===== src/rtl/hrp_pkg.sv =====
// Shared types, constants and helper functions for the HTTP response header parser.
`default_nettype none

package hrp_pkg;

	localparam logic [7:0] CHAR_LF = 8'h0A;
	localparam logic [7:0] CHAR_CR = 8'h0D;
	localparam logic [7:0] CHAR_SP = 8'h20;
	localparam logic [7:0] CHAR_PLUS = 8'h2B;
	localparam logic [7:0] CHAR_MINUS = 8'h2D;
	localparam logic [7:0] CHAR_0 = 8'h30;
	localparam logic [7:0] CHAR_9 = 8'h39;

	localparam logic [23:0] TERM_PREFIX = {CHAR_CR, CHAR_LF, CHAR_CR};

	localparam int NM_TE_LEN = 18;
	localparam int NM_CL_LEN = 15;
	localparam int NM_RA_LEN = 12;
	localparam int CHUNKED_LEN = 7;
	localparam int HTTP_LEN = 5;

	localparam logic [8*NM_TE_LEN-1:0] NM_TE = "transfer-encoding:";
	localparam logic [8*NM_CL_LEN-1:0] NM_CL = "content-length:";
	localparam logic [8*NM_RA_LEN-1:0] NM_RA = "retry-after:";
	localparam logic [8*CHUNKED_LEN-1:0] WORD_CHUNKED = "chunked";
	localparam logic [8*HTTP_LEN-1:0] HTTP_PREFIX = "HTTP/";

	localparam logic [7:0] STATUS_MIN_LEN = 8'd12;
	localparam logic [7:0] TE_MIN_LEN = 8'd19;
	localparam logic [7:0] CL_MIN_LEN = 8'd16;
	localparam logic [7:0] RA_MIN_LEN = 8'd13;
	localparam logic [7:0] LINE_LEN_MAX = 8'd255;

	localparam logic [31:0] MAG_CAP = 32'h8000_0000;

	typedef enum logic [1:0] {
		KIND_NONE  = 2'd0,
		KIND_CHUNK = 2'd1,
		KIND_NUM   = 2'd2
	} hrp_kind_t;

	typedef enum logic [1:0] {
		PH_SKIP   = 2'd0,
		PH_DIGITS = 2'd1,
		PH_DONE   = 2'd2
	} hrp_phase_t;

	typedef struct packed {
		logic [23:0]        recent;
		logic [7:0]         line_len;
		logic               first_line;
		logic [2:0]         flags;
		hrp_kind_t          kind;
		logic [31:0]        accum;
		logic               neg;
		hrp_phase_t         phase;
		logic [2:0]         cpos;
		logic signed [15:0] status;
		logic               chunked;
		logic signed [31:0] length;
		logic signed [31:0] retry;
		logic               in_body;
	} hrp_state_t;

	localparam hrp_state_t STATE_RESET = '{
		recent:     24'h0,
		line_len:   8'h0,
		first_line: 1'b1,
		flags:      3'b111,
		kind:       KIND_NONE,
		accum:      32'h0,
		neg:        1'b0,
		phase:      PH_SKIP,
		cpos:       3'h0,
		status:     -16'sd1,
		chunked:    1'b0,
		length:     -32'sd1,
		retry:      -32'sd1,
		in_body:    1'b0
	};

	function automatic logic [7:0] to_lower(input logic [7:0] c);
		return (c >= 8'h41 && c <= 8'h5A) ? c + 8'h20 : c;
	endfunction

	function automatic logic is_ws(input logic [7:0] c);
		return (c == CHAR_SP) || (c >= 8'h09 && c <= 8'h0D);
	endfunction

	function automatic logic [7:0] te_char(input logic [4:0] pos);
		if (int'(pos) >= NM_TE_LEN)
			return 8'h0;
		return NM_TE[8*(NM_TE_LEN-1-int'(pos)) +: 8];
	endfunction

	function automatic logic [7:0] cl_char(input logic [3:0] pos);
		if (int'(pos) >= NM_CL_LEN)
			return 8'h0;
		return NM_CL[8*(NM_CL_LEN-1-int'(pos)) +: 8];
	endfunction

	function automatic logic [7:0] ra_char(input logic [3:0] pos);
		if (int'(pos) >= NM_RA_LEN)
			return 8'h0;
		return NM_RA[8*(NM_RA_LEN-1-int'(pos)) +: 8];
	endfunction

	function automatic logic [7:0] chunked_char(input logic [2:0] pos);
		if (int'(pos) >= CHUNKED_LEN)
			return 8'h0;
		return WORD_CHUNKED[8*(CHUNKED_LEN-1-int'(pos)) +: 8];
	endfunction

	function automatic logic [7:0] http_char(input logic [2:0] pos);
		if (int'(pos) >= HTTP_LEN)
			return 8'h0;
		return HTTP_PREFIX[8*(HTTP_LEN-1-int'(pos)) +: 8];
	endfunction

	// atoi-style digit parser, one character per call
	function automatic hrp_state_t num_feed(input hrp_state_t s, input logic [7:0] c);
		hrp_state_t r;
		logic [35:0] t;
		logic        go;
		r = s;
		go = 1'b0;
		t = 36'h0;
		if (s.phase == PH_SKIP) begin
			if (is_ws(c)) begin
				go = 1'b0;
			end else if (c == CHAR_MINUS || c == CHAR_PLUS) begin
				r.neg = (c == CHAR_MINUS);
				r.phase = PH_DIGITS;
			end else begin
				r.phase = PH_DIGITS;
				go = 1'b1;
			end
		end else if (s.phase == PH_DIGITS) begin
			go = 1'b1;
		end
		if (go) begin
			if (c < CHAR_0 || c > CHAR_9) begin
				r.phase = PH_DONE;
			end else begin
				t = {1'b0, s.accum, 3'b000} + {3'b000, s.accum, 1'b0}
					+ {32'h0, 4'(c - CHAR_0)};
				r.accum = (t > {4'h0, MAG_CAP}) ? MAG_CAP : t[31:0];
			end
		end
		return r;
	endfunction

	function automatic logic [15:0] sat16(input logic neg, input logic [31:0] mag);
		if (neg)
			return (mag > 32'd32768) ? 16'h8000 : 16'h0 - mag[15:0];
		return (mag > 32'd32767) ? 16'h7FFF : mag[15:0];
	endfunction

	// magnitude never exceeds 2^31, so the negated value always fits
	function automatic logic [31:0] sat32(input logic neg, input logic [31:0] mag);
		if (neg)
			return 32'h0 - mag;
		return mag[31] ? 32'h7FFF_FFFF : mag;
	endfunction

endpackage

`default_nettype wire


===== src/rtl/hrp_step.sv =====
// Per-byte next-state logic of the header parser.
`default_nettype none

module hrp_step
	import hrp_pkg::*;
(
	input  hrp_state_t state_q,
	input  logic       new_response,
	input  logic [7:0] c,
	output hrp_state_t nxt,
	output logic       body,
	output logic       hend
);

	hrp_state_t cur;

	assign cur = new_response ? STATE_RESET : state_q;

	always_comb begin : step_blk
		logic [7:0] slen;
		logic [7:0] pos;
		hrp_phase_t ph;
		nxt = cur;
		hend = 1'b0;
		body = cur.in_body;
		slen = cur.line_len;
		pos = cur.line_len;
		ph = cur.phase;
		if (!cur.in_body) begin
			hend = (cur.recent == TERM_PREFIX) && (c == CHAR_LF);
			if (c == CHAR_LF) begin
				if (slen != 8'h0 && cur.recent[7:0] == CHAR_CR)
					slen = slen - 8'h1;
				if (cur.first_line) begin
					if (slen >= STATUS_MIN_LEN && cur.flags[0] && cur.kind == KIND_NUM)
						nxt.status = sat16(cur.neg, cur.accum);
					else
						nxt.status = -16'sd1;
					nxt.first_line = 1'b0;
				end else if (cur.kind == KIND_CHUNK) begin
					if (slen > TE_MIN_LEN && cur.cpos == 3'(CHUNKED_LEN))
						nxt.chunked = 1'b1;
				end else if (cur.kind == KIND_NUM && cur.flags[1]) begin
					if (slen > CL_MIN_LEN)
						nxt.length = sat32(cur.neg, cur.accum);
				end else if (cur.kind == KIND_NUM && cur.flags[2]) begin
					// only a positive value replaces the retry delay
					if (slen > RA_MIN_LEN && !cur.neg && cur.accum != 32'h0)
						nxt.retry = cur.accum[31] ? 32'sh7FFF_FFFF : cur.accum;
				end
				nxt.line_len = 8'h0;
				nxt.flags = 3'b111;
				nxt.kind = KIND_NONE;
				nxt.accum = 32'h0;
				nxt.neg = 1'b0;
				nxt.phase = PH_SKIP;
				nxt.cpos = 3'h0;
			end else begin
				if (cur.first_line) begin
					// flag 0 tracks the HTTP/ prefix on the status line
					if (pos < 8'(HTTP_LEN) && c != http_char(pos[2:0]))
						nxt.flags[0] = 1'b0;
					if (cur.kind == KIND_NUM)
						nxt = num_feed(nxt, c);
					else if (c == CHAR_SP)
						nxt.kind = KIND_NUM;
				end else if (cur.kind == KIND_CHUNK) begin
					if (!(cur.phase == PH_SKIP && c == CHAR_SP)) begin
						if (ph == PH_SKIP)
							ph = PH_DIGITS;
						if (ph == PH_DIGITS && cur.cpos < 3'(CHUNKED_LEN)) begin
							if (to_lower(c) == chunked_char(cur.cpos))
								nxt.cpos = cur.cpos + 3'h1;
							else
								ph = PH_DONE;
						end
						nxt.phase = ph;
					end
				end else if (cur.kind == KIND_NUM) begin
					nxt = num_feed(nxt, c);
				end else begin
					if (pos < 8'(NM_TE_LEN) && cur.flags[0]) begin
						if (to_lower(c) != te_char(pos[4:0]))
							nxt.flags[0] = 1'b0;
						else if (pos == 8'(NM_TE_LEN - 1))
							nxt.kind = KIND_CHUNK;
					end
					if (pos < 8'(NM_CL_LEN) && cur.flags[1]) begin
						if (to_lower(c) != cl_char(pos[3:0]))
							nxt.flags[1] = 1'b0;
						else if (pos == 8'(NM_CL_LEN - 1))
							nxt.kind = KIND_NUM;
					end
					if (pos < 8'(NM_RA_LEN) && cur.flags[2]) begin
						if (to_lower(c) != ra_char(pos[3:0]))
							nxt.flags[2] = 1'b0;
						else if (pos == 8'(NM_RA_LEN - 1))
							nxt.kind = KIND_NUM;
					end
				end
				if (cur.line_len < LINE_LEN_MAX)
					nxt.line_len = cur.line_len + 8'h1;
			end
			nxt.recent = {cur.recent[15:0], c};
			if (hend)
				nxt.in_body = 1'b1;
		end
	end

endmodule

`default_nettype wire


===== src/rtl/http_response_header_parser.sv =====
// HTTP/1.1 response header parser: one response byte in per cycle unless stalled, one annotated byte out.
// Each accepted byte passes through an input register and then a result register, and a new
// byte can be taken every cycle while the output is not stalled: the whole per-byte update
// (header name compare, decimal accumulate by ten, saturation) fits between those two
// registers. new_response on a byte restarts parsing at that byte. status_code, is_chunked,
// body_length and retry_delay reflect all header lines completed so far and are final from
// the byte flagged headers_end on; every byte after the blank line is flagged is_body until
// the next new_response.
`default_nettype none

module http_response_header_parser
	import hrp_pkg::*;
(
	input  logic               clk,
	input  logic               arst_n,
	input  logic               in_valid,
	output logic               in_stall,
	input  logic [7:0]         rx_byte,
	input  logic               new_response,
	output logic               out_valid,
	input  logic               out_stall,
	output logic [7:0]         out_byte,
	output logic               is_body,
	output logic               headers_end,
	output logic signed [15:0] status_code,
	output logic               is_chunked,
	output logic signed [31:0] body_length,
	output logic signed [31:0] retry_delay
);

	logic       valid_s1;
	logic [7:0] byte_s1;
	logic       new_s1;
	logic       out_valid_q;
	logic       adv;
	hrp_state_t state_q;
	hrp_state_t nxt;
	logic       body;
	logic       hend;

	assign adv = valid_s1 && (!out_valid_q || !out_stall);
	assign in_stall = valid_s1 && !adv;

	always_ff @(posedge clk or negedge arst_n) begin
		if (!arst_n) begin
			valid_s1 <= 1'b0;
		end else if (in_valid && !in_stall) begin
			valid_s1 <= 1'b1;
		end else if (adv) begin
			valid_s1 <= 1'b0;
		end
	end

	always_ff @(posedge clk) begin
		if (in_valid && !in_stall) begin
			byte_s1 <= rx_byte;
			new_s1 <= new_response;
		end
	end

	hrp_step u_step (
		.state_q      (state_q),
		.new_response (new_s1),
		.c            (byte_s1),
		.nxt          (nxt),
		.body         (body),
		.hend         (hend)
	);

	always_ff @(posedge clk or negedge arst_n) begin
		if (!arst_n) begin
			state_q <= STATE_RESET;
			out_valid_q <= 1'b0;
		end else begin
			if (adv) begin
				state_q <= nxt;
				out_valid_q <= 1'b1;
			end else if (!out_stall) begin
				out_valid_q <= 1'b0;
			end
		end
	end

	always_ff @(posedge clk) begin
		if (adv) begin
			out_byte <= byte_s1;
			is_body <= body;
			headers_end <= hend;
			status_code <= nxt.status;
			is_chunked <= nxt.chunked;
			body_length <= nxt.length;
			retry_delay <= nxt.retry;
		end
	end

	assign out_valid = out_valid_q;

endmodule

`default_nettype wire


===== config.mk =====
export PLATFORM = sky130hd
export DESIGN_NAME = http_response_header_parser
export DESIGN_NICKNAME = d
export VERILOG_FILES = /design/src/rtl/hrp_pkg.sv /design/src/rtl/hrp_step.sv /design/src/rtl/http_response_header_parser.sv
export SDC_FILE = /design/constraint.sdc
export NUM_CORES = 1
export LEC_CHECK = 0
export BUFFER_PORTS_ARGS = -buffer_cell sky130_fd_sc_hd__buf_2
export CELL_PAD_IN_SITES_DETAIL_PLACEMENT = 0
export CELL_PAD_IN_SITES_GLOBAL_PLACEMENT = 2
export CORE_MARGIN = 4
export CORE_UTILIZATION = 40
export DETAILED_ROUTE_END_ITERATION = 10
export MAX_ROUTING_LAYER = met4
export PLACE_DENSITY_LB_ADDON = 0.1
export SLEW_MARGIN = 20
export SYNTH_ARGS = -nofsm -noshare
export SYNTH_HDL_FRONTEND = slang
export SYNTH_HIERARCHICAL = 1
export SYNTH_SLANG_ARGS = --single-unit

===== constraint.sdc =====
create_clock -name clk -period 7.6 [get_ports clk]
set_clock_uncertainty 0.1 [all_clocks]
set_input_delay 1.14 -clock clk [delete_from_list [all_inputs] [get_ports clk]]
set_output_delay 1.14 -clock clk [all_outputs]
set_load 0.01 [all_outputs]

Word-level counts from Yosys, hierarchy flattened --
Cells that the tools add are included.
Storage, ports and cells: register bits 260, latch bits 0, memory bits (writable) 0, ROM bits 0, input bits 13, output and inout bits 93, word-level logic and storage cells 290, memories kept 0
Operators by class: add/sub/neg operators 14, multiply operators 0, div/mod/pow operators 0, order comparisons 24, equal/unequal tests 20, shift-type cells 5, muxes and demuxes 169, bitwise logic cells 0, reduce and logical (&&, ||, !) cells 33
Operators by type and width (count):
- 32-bit 2-to-1 mux | 11
- 8-bit 2-to-1 mux | 42
- 158-bit 2-to-1 mux | 2
- 120-bit 2-to-1 mux | 2
- 144-bit by 32-bit indexed part select with 8-bit output, first input constant | 1
- 133-bit 2-to-1 mux | 1
- 126-bit 2-to-1 mux | 1
- 120-bit by 32-bit indexed part select with 8-bit output, first input constant | 1
- 16-bit 2-to-1 mux | 6
- 96-bit by 32-bit indexed part select with 8-bit output, first input constant | 1
- 82-bit 2-to-1 mux | 1
- 1-bit 2-to-1 mux | 70
- 65-bit 2-to-1 mux | 1
- 64-bit 2-to-1 mux | 1
- 56-bit by 32-bit indexed part select with 8-bit output, first input constant | 1
- 2-bit 2-to-1 mux | 21
- 40-bit by 32-bit indexed part select with 8-bit output, first input constant | 1
- 38-bit 2-to-1 mux | 1
- 35-bit by 33-bit adder with 36-bit output | 1
- 36-bit by 4-bit adder with 36-bit output | 1
- 36-bit by 32-bit greater-than comparator with 1-bit output, second input constant | 1
- 8-bit by 4-bit == test with 1-bit output, second input constant | 4
- 32-bit by 15-bit greater-than comparator with 1-bit output, second input constant | 1
- 32-bit by 16-bit greater-than comparator with 1-bit output, second input constant | 1
- other kinds (45) | 91

Logic depth before layout (Yosys ltp) --
Gate-level depths: netlist (run 1).
depth in word-level cells 32, gate-level depth with buffers 27, mapped depth without buffers 18

Modules after synthesis --
Netlist (run 1), hierarchy kept.
By module, submodules not included:
- hrp_step | times used 1, cells each 1591, area an instance 9699.3 um^2, sequential area each 0.0 um^2
- http_response_header_parser | times used 1, cells each 441, area an instance 9090.0 um^2, sequential area each 7111.8 um^2

Worst setup path after synthesis (run 1) --
No wires, ideal clock.
kind flip-flop to flip-flop, start reg new_s1, end reg state_q[91] (netlist name), arrival time 6.190 ns, setup slack 1.246 ns, stages on the path, launching flop included 25, buffers on the path 10, period minus slack after synthesis 6.354 ns, path through edfxtp_1 > clkbuf_1 > clkbuf_1 > buf_2 > buf_1 > buf_1 > clkbuf_1 > clkbuf_1 > clkbuf_1 > clkbuf_1 > nor2_1 > ha_1 > ha_1 > and3_1 > nand2_1 > or4_4 > a21boi_2 > o22ai_1 > a211o_1 > or4_4 > o31ai_4 > nand3_2 > buf_6 > o22ai_1 > mux2_2
RTL lines:
- start, declared | line http_response_header_parser.sv:33 | logic new_s1;
- start signal, assigned | line http_response_header_parser.sv:57 | new_s1 <= new_response;

==> results of run 1 <==
## worst paths after layout
| kind | endpoint | slack (ns) | depth (start not counted) |
|---|---|---|---|
| max | state_q[103]$_DFFE_PN0P_ | 1.15 | 18 |
| min | out_byte[2]$_DFFE_PP_ | 0.35 | 0 |
| max reg2reg | state_q[103]$_DFFE_PN0P_ | 1.15 | 18 |
| min reg2reg | out_byte[2]$_DFFE_PP_ | 0.35 | 0 |
| max in group asynchronous | state_q[118]$_DFFE_PN0P_ | 5.75 | 2 |
| min in group asynchronous | state_q[133]$_DFFE_PN0P_ | 0.38 | 1 |
## state kept, by name, indices dropped and copies added (netlist names)
register and flops:
status_code 16, retry_delay 32, body_length 32, headers_end 1, out_byte 8, state_q 158
new_s1 1, out_valid 1, is_body 1, valid_s1 1, byte_s1 8, is_chunked 1
## metrics by stage
stage / utilization [%] / hold WS [ns]
floorplan: - / 0.342
global placement: 42.4 / 0.331
detailed placement: 42.4 / 0.340
CTS: 44.6 / 0.356
global route: 44.6 / 0.369
finish: 44.6 / 0.354
## worst reg2reg max path: stages, from the launching register on
cell and delay (ns):
edfxtp_1 0.40, inv_1 0.70, nand2_1 0.29, inv_1 0.23, ha_1 0.15, ha_1 0.20
inv_1 0.07, fa_1 0.39, nand2b_1 0.20, a21oi_2 0.50, o21ai_2 0.17, a2111oi_4 0.48
o21ai_1 0.13, a211o_1 0.31, or4_4 0.54, o31ai_4 0.39, nand3_2 0.58, o22ai_1 0.36
mux2_2 0.20
## logic make-up after synthesis
logic type | share of synthesized area (%)
XOR/XNOR | 2.19
adder cells (fa/ha/maj) | 5.81
buffers and inverters | 4.50
multiplexers | 11.0
flip-flops | 37.9
AND/OR/NAND/NOR | 17.8
AO/OA/AOI/OAI | 20.8
## layout make-up
cell class,count,area (µm²)
fill,4558,25800
clock inverter,16,150
inverter,55,206
clock buffer,42,867
tap,607,759
timing repair buffer,135,769
sequential,260,7110
multi-input combinational,1583,10800
## synthesized netlist by cell type, types with 10 or more instances
cell      number
a211o_1       10
a211oi_1      15
a21o_1        16
a21oi_1      128
a22oi_1       15
a311oi_1      11
a31oi_1       25
and2_1        15
buf_2         13
buf_6         13
clkbuf_1      95
dfrtp_1       76
dfstp_2       84
edfxtp_1     100
ha_1          84
inv_1         50
mux2_2       160
mux2i_1       27
nand2_1      193
nand2b_1      22
nand3_1       44
nand4_1       22
nor2_1       168
nor2b_1       42
nor3_1        58
nor3b_1       15
nor4_1        13
o211ai_1      20
o21a_1        28
o21ai_0      134
o21ai_2       14
o22a_1        27
o22ai_1       29
o31ai_1       15
or3_1         22
xnor2_1       34
xor2_1        13
## where the power goes
part	internal [µW]	switching, µW
Combinational	318	529
Sequential	1510	84.4
Clock	867	614
## metal layers
metal  up-vias  part of all wire (%)  track usage (%)
li1       7653                     -                -
met1      8079                    47             35.0
met2       503                    44             36.3
met3        86                   6.0             3.63
met4         0                   2.6             5.83
met5         -                     0                -
==> impl_metrics.env, run 1 <==
export IMPL_setup_slack_ns=1.15
export IMPL_startpoint="new_s1$_DFFE_PP_"
export IMPL_port_buffers=105
export IMPL_dp_hpwl_um=43800
export IMPL_start_util_pct=40.4
export IMPL_ys_ff_latch=260
export IMPL_cp_top_family="compound AO/OA/AOI/OAI gates"
export IMPL_synthCells=2032
export IMPL_clock_latency_ns=0.58
export IMPL_place_inst=2640
export IMPL_finalCritPeriodShare_pct=84.9
export IMPL_max_slew_margin_pct=22.1
export IMPL_vias_per_cell=6.05
export IMPL_core_area_mm2=0.0465
export IMPL_power_leakage_uw=0.00774
export IMPL_layout_nets=2165
export IMPL_post_place_ws_ns=1.20
export IMPL_cpMaxStageDelayCell="inv_1"
export IMPL_tightest_slew_ns=1.17
export IMPL_vias=16300
export IMPL_drc_errors=0
export IMPL_gp_congestion=0.862
export IMPL_htree_num_levels=1
export IMPL_synth_area_leaders="edfxtp_1, dfstp_2, dfrtp_1"
export IMPL_synth_top_area_share_pct=16.0
export IMPL_setup_viol=0
export IMPL_drtIter0Drc=1361
export IMPL_cts_root_buf="clkbuf_16"
export IMPL_clk_pin_slew_ns=0.06
export IMPL_firstDrtPassIters=6
export IMPL_netlist_area_mm2=0.0188
export IMPL_placed_cell_area_mm2=0.0197
export IMPL_timing_final_crit_period_ns=6.45
export IMPL_synth_nets=2131
export IMPL_crit_arrival_ns=6.87
export IMPL_stdcell_count=2698
export IMPL_critical_path_cell_chain="inv_1 -> nand2_1 -> inv_1 -> ha_1 -> ha_1 -> inv_1 -> fa_1 -> nand2b_1 -> a21oi_2 -> o21ai_2 -> a2111oi_4 -> o21ai_1 -> a211o_1 -> or4_4 -> o31ai_4 -> nand3_2 -> o22ai_1 -> mux2_2"
export IMPL_ys_seq_area_share_pct=37.9
export IMPL_final_common_cell="nand2_1"
export IMPL_synthArstFlopShare_pct=61.5
export IMPL_grt_first_pass_wirelength_um=94600
export IMPL_timing_setup_tns_ns=0
export IMPL_critPathMaxFanout=25
export IMPL_critPathMaxStageDelay_ns=0.70
export IMPL_fmax_mhz=155
export IMPL_wl_per_cell_um=22.7
export IMPL_die_h_um=225
export IMPL_maxCapViolCount=0
export IMPL_post_cts_buffers=0
export IMPL_crit_top_cell="inv_1"
export IMPL_hp_class="flop to flop"
export IMPL_grt_pass1_vias=15700
export IMPL_area_growth_syn_to_layout_pct=10.2
export IMPL_path_class="flop to flop"
export IMPL_hold_start="byte_s1[2]$_DFFE_PP_"
export IMPL_powerDensity_mw_per_mm2=190
export IMPL_antenna_found_initial=0
export IMPL_yosys_area_top_type="edfxtp_1"
export IMPL_synth_distinct_cells=101
export IMPL_cts_hold_buffers=0
export IMPL_numCtsBuffers=31
export IMPL_postLayoutCellArea_mm2=0.0207
export IMPL_finalHoldViolCount=0
export IMPL_r2r_start="new_s1$_DFFE_PP_"
export IMPL_die_area_mm2=0.0505
export IMPL_drive_above_1_share_pct=22.8
export IMPL_end_kind="flop"
export IMPL_rows=79
export IMPL_ios=106
export IMPL_path_buf_inv=3
export IMPL_cts_resized=0
export IMPL_ant_nets=0
export IMPL_synth_edf_count=100
export IMPL_wl_um=61400
export IMPL_cp_required_ns=8.02
export IMPL_diodes=0
export IMPL_clockBufferDepth=3
export IMPL_drv_slew=0
export IMPL_grt_max_degree=178
export IMPL_power_uw=3930
export IMPL_grt_setup_unrepaired="false"
export IMPL_globalRouteOverflowTotal=0
export IMPL_most_common_layout_cells="nand2_1, nor2_1, mux2_2, o21ai_0, a21oi_1"
export IMPL_syn_avg_cell_area_um2=9.25
export IMPL_cts_tree="built"
export IMPL_clock_sinks=260
export IMPL_critPathLaunchType="flop"
export IMPL_fp_dieW_um=225
export IMPL_status="completed"
export IMPL_peakVddDrop_uv=166
export IMPL_track_usage_pct=24.3
export IMPL_yosys_warnings=6
export IMPL_synth_ff_type="edfxtp_1"
No activity file was read; power rests on OpenSTA's default activity.
==> inputs of run 2 (changes only) <==
==> constraint.sdc (replaced) <==
create_clock -name clk -period 6.7 [get_ports clk]
set_clock_uncertainty 0.1 [all_clocks]
set_input_delay 1.005 -clock clk [delete_from_list [all_inputs] [get_ports clk]]
set_output_delay 1.005 -clock clk [all_outputs]
set_load 0.01 [all_outputs]
==> run 2 against run 1 <==
Against the previous run:
- combinational power grew 22%
- clock power grew 24%
- via count is essentially flat
- die area is the same
- design area grew 0.92%
- sequential share of layout area shrank 0.31 points
- power grew 18%
- maximum frequency grew 5.3%
- sequential power grew 11%
- critical path type unchanged
- largest power group is now clock
==> impl_metrics.env, run 2 (synthesis gave the netlist of run 1 again) <==
export IMPL_finalHoldViolCount=0
export IMPL_critPathMaxFanout=21
export IMPL_fmax_mhz=163
export IMPL_port_buffers=105
export IMPL_timing_setup_tns_ns=0
export IMPL_most_common_layout_cells="nand2_1, nor2_1, mux2_2, o21ai_0, a21oi_1"
export IMPL_maxCapViolCount=0
export IMPL_grt_pass1_vias=15300
export IMPL_power_frac_clock_pct=39.6
export IMPL_final_common_cell="nand2_1"
export IMPL_track_usage_pct=24.5
export IMPL_critPathLaunchType="flop"
export IMPL_ant_nets=0
export IMPL_fillers=4573
export IMPL_ios=106
export IMPL_antenna_found_initial=1
export IMPL_wl_per_cell_um=22.9
export IMPL_diodes=0
export IMPL_clockBufferDepth=3
export IMPL_end_kind="flop"
export IMPL_swShare_pct=31.9
export IMPL_top_regs="state_q (158), body_length (32), retry_delay (32)"
export IMPL_firstDrtPassIters=5
export IMPL_timing_final_crit_period_ns=6.13
export IMPL_grt_setup_unrepaired="false"
export IMPL_drive_above_1_share_pct=23.2
export IMPL_drc_errors=0
export IMPL_die_h_um=225
export IMPL_cts_root_buf="clkbuf_16"
export IMPL_pwr_share_seq_pct=38.2
export IMPL_cts_tree="built"
export IMPL_grt_max_degree=127
export IMPL_die_area_mm2=0.0505
export IMPL_layout_nets=2175
export IMPL_drv_slew=0
export IMPL_dp_hpwl_um=44100
export IMPL_top_register="state_q"
export IMPL_path_class="flop to flop"
export IMPL_status="completed"
export IMPL_htree_num_levels=2
export IMPL_power_leakage_uw=0.00783
export IMPL_area_growth_syn_to_layout_pct=11.2
export IMPL_finalCritPeriodShare_pct=91.4
export IMPL_cts_resized=0
export IMPL_clock_sinks=260
export IMPL_crit_arrival_ns=6.50
export IMPL_max_slew_margin_pct=33.2
export IMPL_tightest_slew_ns=1.00
export IMPL_peakVddDrop_uv=185
export IMPL_rows=79
export IMPL_clock_latency_ns=0.57
export IMPL_powerDensity_mw_per_mm2=222
export IMPL_globalRouteOverflowTotal=0
export IMPL_numCtsBuffers=34
export IMPL_p_sw_uw=1480
export IMPL_vias=16300
export IMPL_grt_first_pass_wirelength_um=94600
export IMPL_cts_hold_buffers=0
export IMPL_vias_per_cell=6.03
export IMPL_gp_congestion=0.882
export IMPL_core_area_mm2=0.0465
export IMPL_wl_um=61900
export IMPL_p_int_uw=3160
export IMPL_setup_viol=0
export IMPL_clk_pin_slew_ns=0.06
export IMPL_final_core_util_pct=45.0
export IMPL_drtIter0Drc=1612
export IMPL_hp_class="input pin to async pin"
export IMPL_fp_dieW_um=225
export IMPL_largest_reg_flops=158
export IMPL_start_util_pct=40.4
export IMPL_cp_required_ns=7.08
export IMPL_pwr_share_comb_pct=22.2
export IMPL_post_cts_buffers=0
==> run 2: cell count changes in the layout (fill, tap and decap cells not counted), moves of 2 or more <==
cell / previous run / this run
clkbuf_8: 5 / 3
buf_12: 1 / 3
clkbuf_16: 31 / 34
clkinv_1: 7 / 5
buf_4: 29 / 34
clkinv_8: 0 / 2
==> run 2: final timing paths <==
path / start / to / slack [ns] / depth (start not counted)
max reg2reg: new_s1$_DFFE_PP_ / state_q[104]$_DFFE_PN0P_ / 0.57 / 18
min reg2reg: valid_s1$_DFFE_PN0P_ / out_valid$_DFFE_PN0P_ / 0.39 / 1
max in group asynchronous: arst_n / state_q[0]$_DFFE_PN0P_ / 5.13 / 2
min: arst_n / state_q[110]$_DFFE_PN0P_ / 0.39 / 1
min in group clk: valid_s1$_DFFE_PN0P_ / out_valid$_DFFE_PN0P_ / 0.39 / 1
max: new_s1$_DFFE_PP_ / state_q[104]$_DFFE_PN0P_ / 0.57 / 18
==> run 2: critical path, stage by stage, from the launching register on <==
cell and delay [ns]:
edfxtp_1 0.41, inv_1 0.09, buf_4 0.22, nand2_1 0.15, inv_1 0.12, fa_1 0.53
inv_1 0.07, fa_1 0.45, nand2b_1 0.19, a21oi_2 0.50, o21ai_2 0.17, a2111oi_4 0.51
o21ai_1 0.14, a211o_1 0.31, or4_4 0.55, o31ai_4 0.41, nand3_2 0.58, o21ai_2 0.34
mux2_2 0.19
==> run 2: area by class of cell <==
type                            count  area (µm²)  share of cell area [%]
Multi-Input combinational cell   1583       10800                    51.9
Sequential cell                   260        7110                    34.0
Clock buffer                       44         918                    4.39
Timing Repair Buffer              142         847                    4.05
Tap cell                          607         759                    3.63
Clock inverter                     18         211                    1.01
Inverter                           55         206                   0.988
==> run 2: metrics by stage <==
step | hold WS (ns) | total power, µW | setup slack, ns | area (µm²) | std cells
4_1_cts | 0.378 | 4670 | 0.644 | 20900 | 2709
2_1_floorplan | 0.342 | 2530 | 0.346 | 18800 | 2032
3_3_place_gp | 0.380 | 2800 | 0.789 | 19800 | 2647
3_5_place_dp | 0.375 | 2800 | 0.663 | 19800 | 2647
5_1_grt | 0.418 | 4860 | 0.282 | 20900 | 2709
6_report | 0.391 | 4640 | 0.574 | 20900 | 2709
==> run 2: power groups by stage <==
stage | Combinational (µW) | Sequential (µW) | Clock [µW]
4_1_cts | 1010 | 1770 | 1890
2_1_floorplan | 745 | 1780 | 0
6_report | 1030 | 1770 | 1840
5_1_grt | 1120 | 1780 | 1960
3_5_place_dp | 1000 | 1800 | 0
3_3_place_gp | 1000 | 1800 | 0
==> run 2: layer usage <==
metal / global-route usage, % / share of wire [%]
met5: - / 0
met1: 36.3 / 49
met2: 35.4 / 43
met3: 3.63 / 5.7
met4: 5.91 / 2.3
